## config.mk

```make
export PLATFORM = sky130hd
export DESIGN_NAME = stbs_ctrl
export DESIGN_NICKNAME = d
export VERILOG_FILES = /design/src/rtl/stbs_pkg.sv /design/src/rtl/stbs_ctrl.sv
export SDC_FILE = /design/constraint.sdc
export NUM_CORES = 1
export LEC_CHECK = 0
export BUFFER_PORTS_ARGS = -buffer_cell sky130_fd_sc_hd__buf_2
export CORE_AREA = 2 2 39 41
export CTS_CLUSTER_DIAMETER = 200
export DETAILED_ROUTE_END_ITERATION = 10
export DIE_AREA = 0 0 41 43
export MAX_ROUTING_LAYER = met4
export SYNTH_ARGS = -nofsm -noshare
export SYNTH_HDL_FRONTEND = slang
export SYNTH_SLANG_ARGS = --single-unit
```

## constraint.sdc

```tcl
create_clock -name clk -period 5.05 [get_ports clk]
set_clock_uncertainty 0.05 [all_clocks]
set_input_delay 0.7575 -clock clk [delete_from_list [all_inputs] [get_ports clk]]
set_output_delay 0.7575 -clock clk [all_outputs]
set_load 0.02 [all_outputs]
```

## src/rtl/stbs_pkg.sv

```systemverilog
// Package for the sorted table binary search block.
// Holds table sizing constants and the controller/datapath interface structs.
// No dependencies.
`default_nettype none

package stbs_pkg;

  localparam int TABLE_DEPTH = 1024;
  localparam int ADDR_W      = $clog2(TABLE_DEPTH);
  localparam int CNT_W       = ADDR_W + 1;
  localparam int CFG_W       = 11;
  localparam int IDX_W       = 10;
  localparam int VAL_W       = 32;
  localparam int POS_W       = 10;

  localparam logic ACT_WRITE  = 1'b0;
  localparam logic ACT_SEARCH = 1'b1;

  typedef struct packed {
    logic wr;
    logic load;
    logic step;
    logic capture;
    logic hit;
  } stbs_cmd_t;

  typedef struct packed {
    logic more;
    logic hit;
  } stbs_status_t;

endpackage

`default_nettype wire

```

## src/rtl/stbs_ctrl.sv

```systemverilog
// Controller for the sorted table binary search: sequences writes, probes
// and result delivery, and owns the output valid flag.
// Depends on stbs_pkg.
`default_nettype none

module stbs_ctrl
  import stbs_pkg::*;
(
  input  wire logic         clk,
  input  wire logic         rst,
  input  wire logic         s_tvalid,
  output logic              s_tready,
  input  wire logic         action,
  output logic              m_tvalid,
  input  wire logic         m_tready,
  input  wire stbs_status_t status,
  output stbs_cmd_t         cmd
);

  typedef enum logic [1:0] {
    IDLE,
    PROBE,
    EMPTY
  } state_t;

  state_t state;
  logic   accept;
  logic   out_free;

  always_comb begin
    s_tready = state == IDLE;
    accept   = s_tvalid && s_tready;
    out_free = !m_tvalid || m_tready;
    cmd      = '0;
    case (state)
      IDLE: begin
        cmd.wr   = accept && action == ACT_WRITE;
        cmd.load = accept && action == ACT_SEARCH;
      end
      PROBE: begin
        if (status.hit || !status.more) begin
          cmd.capture = out_free;
          cmd.hit     = status.hit;
        end else begin
          cmd.step = 1'b1;
        end
      end
      EMPTY: begin
        cmd.capture = out_free;
      end
      default: begin
        cmd = '0;
      end
    endcase
  end

  always_ff @(posedge clk) begin
    if (rst) begin
      state    <= IDLE;
      m_tvalid <= 1'b0;
    end else begin
      if (cmd.capture) begin
        m_tvalid <= 1'b1;
      end else if (m_tready) begin
        m_tvalid <= 1'b0;
      end
      case (state)
        IDLE: begin
          if (cmd.load) begin
            state <= status.more ? PROBE : EMPTY;
          end
        end
        PROBE, EMPTY: begin
          if (cmd.capture) begin
            state <= IDLE;
          end
        end
        default: begin
          state <= IDLE;
        end
      endcase
    end
  end

endmodule

`default_nettype wire

```

==> impl_metrics.tcl <==
set metrics [dict create \
    whs_path_depth 2 \
    crit-reg2reg-launch "state[1]" \
    finalCritPeriodShare 0.452 \
    ir_drop_v 0.000132 \
    reg2reg_depth 5 \
    grt_pass1_vias 254 \
    start_kind "input pin" \
    synthCells 32 \
    syn-num-nets 42 \
    wl_um 518 \
    timing.max_cap.violations 0 \
    dp.final_hpwl_um 455 \
    wl_per_cell_um 7.97 \
    setup_viol 0 \
    grt_pass1_wl_um 931 \
    coreArea_um2 1380 \
    ant_nets 0 \
    critPathKind "input pin to output port" \
    fillers 155 \
    io-pin-count 14 \
    numCtsBuffers 3 \
    synth_seq_cells 3 \
    cts_tree "built" \
    dieArea_um2 1760 \
    via_count 269 \
    required_ns 4.24 \
    reg2reg_to "state[1]" \
    fin_nets 60 \
    n_antenna_cell 0 \
    synth_cell_types 16 \
    status "completed" \
    critPathCaptureType "output port" \
    clock-root-buffer "clkbuf_4" \
    post-cts-setup-buffers 0 \
    start_util 0.175 \
    gp_congestion 0.738 \
    vias_per_cell 4.14 \
    maxSlewHeadroom 0.823 \
    p_leak_nw 0.183 \
    design_area_um2 354 \
    grt_max_degree 7 \
    layoutNonFillerInstCount 65 \
    hold_path_class "flip-flop to flip-flop" \
    firstDrtPassIters 4 \
    avgSynthCellArea_um2 7.59 \
    max_freq_mhz 438 \
    clk_pin_slew_worst_paths_ns 0.03 \
    gr-total-overflow 0 \
    drt_iter0_markers 5 \
    cts_hold_buf 0 \
    ys_seq_area_frac 0.247 \
    clkSinkCount 3 \
    synthToLayoutAreaGrowth_pct 45.9 \
    min_to "state[1]" \
    power_density_nw_per_um2 415 \
    drcViolationCount 0 \
    clockBufferDepth 2 \
    clk_latency_ns 0.23 \
    rsz0062_at_grt "no" \
    worstMarginPinSlew_ns 0.266 \
    place_area_um2 328 \
    cts-resized-gates 0 \
    hold_viol 0 \
    antenna_found_initial 0 \
    rrSetupSlack_ns 3.29 \
    hp-start "state[1]" \
    slew_violations 0 \
    crit_fanout 3 \
    fin_crit_ns 2.28 \
    grt.total_usage 0.0832 \
    htree_levels 1 \
    dp.cells 61 \
    yosysWarnings 0 \
    drive_gt1_frac 0.347 \
    die_h_um 43 \
    netlist_area_um2 243 \
    die_w_um 41 \
    io_buffers 13 \
    rows 14 \
    finalSetupTns_ns 0 \
    arrival_ns 1.47 \
]
==> worst max-delay path: stages <==
cell	delay, ns
buf_2	0.10
nand2b_1	0.17
a21o_1	0.20
nand2_1	0.06
nor2_1	0.04
buf_2	0.15
==> cell usage after synthesis, drive strengths merged <==
cell type,instances,share of area
dfxtp,3,0.25
o21ai,1,0.021
inv,3,0.046
a21oi,3,0.062
or4b,1,0.041
a21o,1,0.031
and3,1,0.026
nand2b,2,0.052
and2,1,0.026
o31ai,1,0.031
nand2,4,0.062
nor2b,1,0.057
a22o,1,0.036
ha,3,0.15
nor2,5,0.077
or4,1,0.031
==> power breakdown <==
part	switching (W)	internal, W	leakage [nW]	total [W]
clock	0.0000114	0.0000295	0.0150	0.0000409
combinational	0.0000443	0.0000300	0.144	0.0000743
sequential	0.00000299	0.0000286	0.0244	0.0000316
==> worst max path at each step <==
stage                          from  endpoint  slack [ns]
after floorplan           status[0]    cmd[1]        2.89
after global placement    status[0]    cmd[1]        2.78
after detailed placement  status[0]    cmd[1]        2.77
after CTS                 status[0]    cmd[1]        2.76
after global routing      status[0]    cmd[1]        2.70
final                     status[0]    cmd[1]        2.77
==> logic make-up after synthesis <==
| kind of cell | count (synthesis) | synth area share |
|---|---|---|
| buffers and inverters | 3 | 0.0464 |
| AO/OA/AOI/OAI | 7 | 0.180 |
| AND/OR/NAND/NOR | 16 | 0.371 |
| flip-flops | 3 | 0.247 |
| adder cells (fa/ha/maj) | 3 | 0.155 |
==> state kept, by name, summed over array words and instances, names as in the netlist <==
| register | cells |
|---|---|
| state | 2 |
| m_tvalid | 1 |
==> per-stage QoR <==
| stage | setup WS, ns | hold WS (ns) | util | total power, W |
|---|---|---|---|---|
| after floorplan | 2.89 | 0.410 | - | 0.0000875 |
| after global placement | 2.78 | 0.444 | 0.237 | 0.000105 |
| after detailed placement | 2.77 | 0.446 | 0.237 | 0.000107 |
| after CTS | 2.76 | 0.450 | 0.256 | 0.000150 |
| after global routing | 2.70 | 0.490 | 0.256 | 0.000163 |
| final | 2.77 | 0.448 | 0.256 | 0.000147 |
==> cell type report <==
cell class	instances	area (um2)	share of cell area
Multi-Input combinational cell	26	171	0.484
Timing Repair Buffer	13	65.1	0.184
Sequential cell	3	60.1	0.170
Clock buffer	4	26.3	0.0742
Tap cell	16	20.0	0.0565
Inverter	3	11.3	0.0318
==> cell usage in the layout (no fill, tap or decap) <==
cell type / instances
o21ai_0: 1
o31ai_1: 1
a21o_1: 1
buf_2: 13
nor2_1: 5
and3_1: 1
clkbuf_1: 1
clkbuf_4: 3
or4b_1: 1
or4_1: 1
nand2b_1: 2
nand2_1: 4
dfxtp_1: 3
a22o_1: 1
and2_1: 1
inv_1: 3
ha_1: 3
a21oi_1: 3
nor2b_4: 1
==> routing by layer <==
metal,GRT usage,vias to the layer above,share of wire
li1,-,142,-
met1,0.0801,115,0.45
met2,0.116,12,0.48
met3,0.0681,0,0.064
met4,0.0400,0,0
met5,-,-,0
No activity file was read; power rests on OpenSTA's default activity.
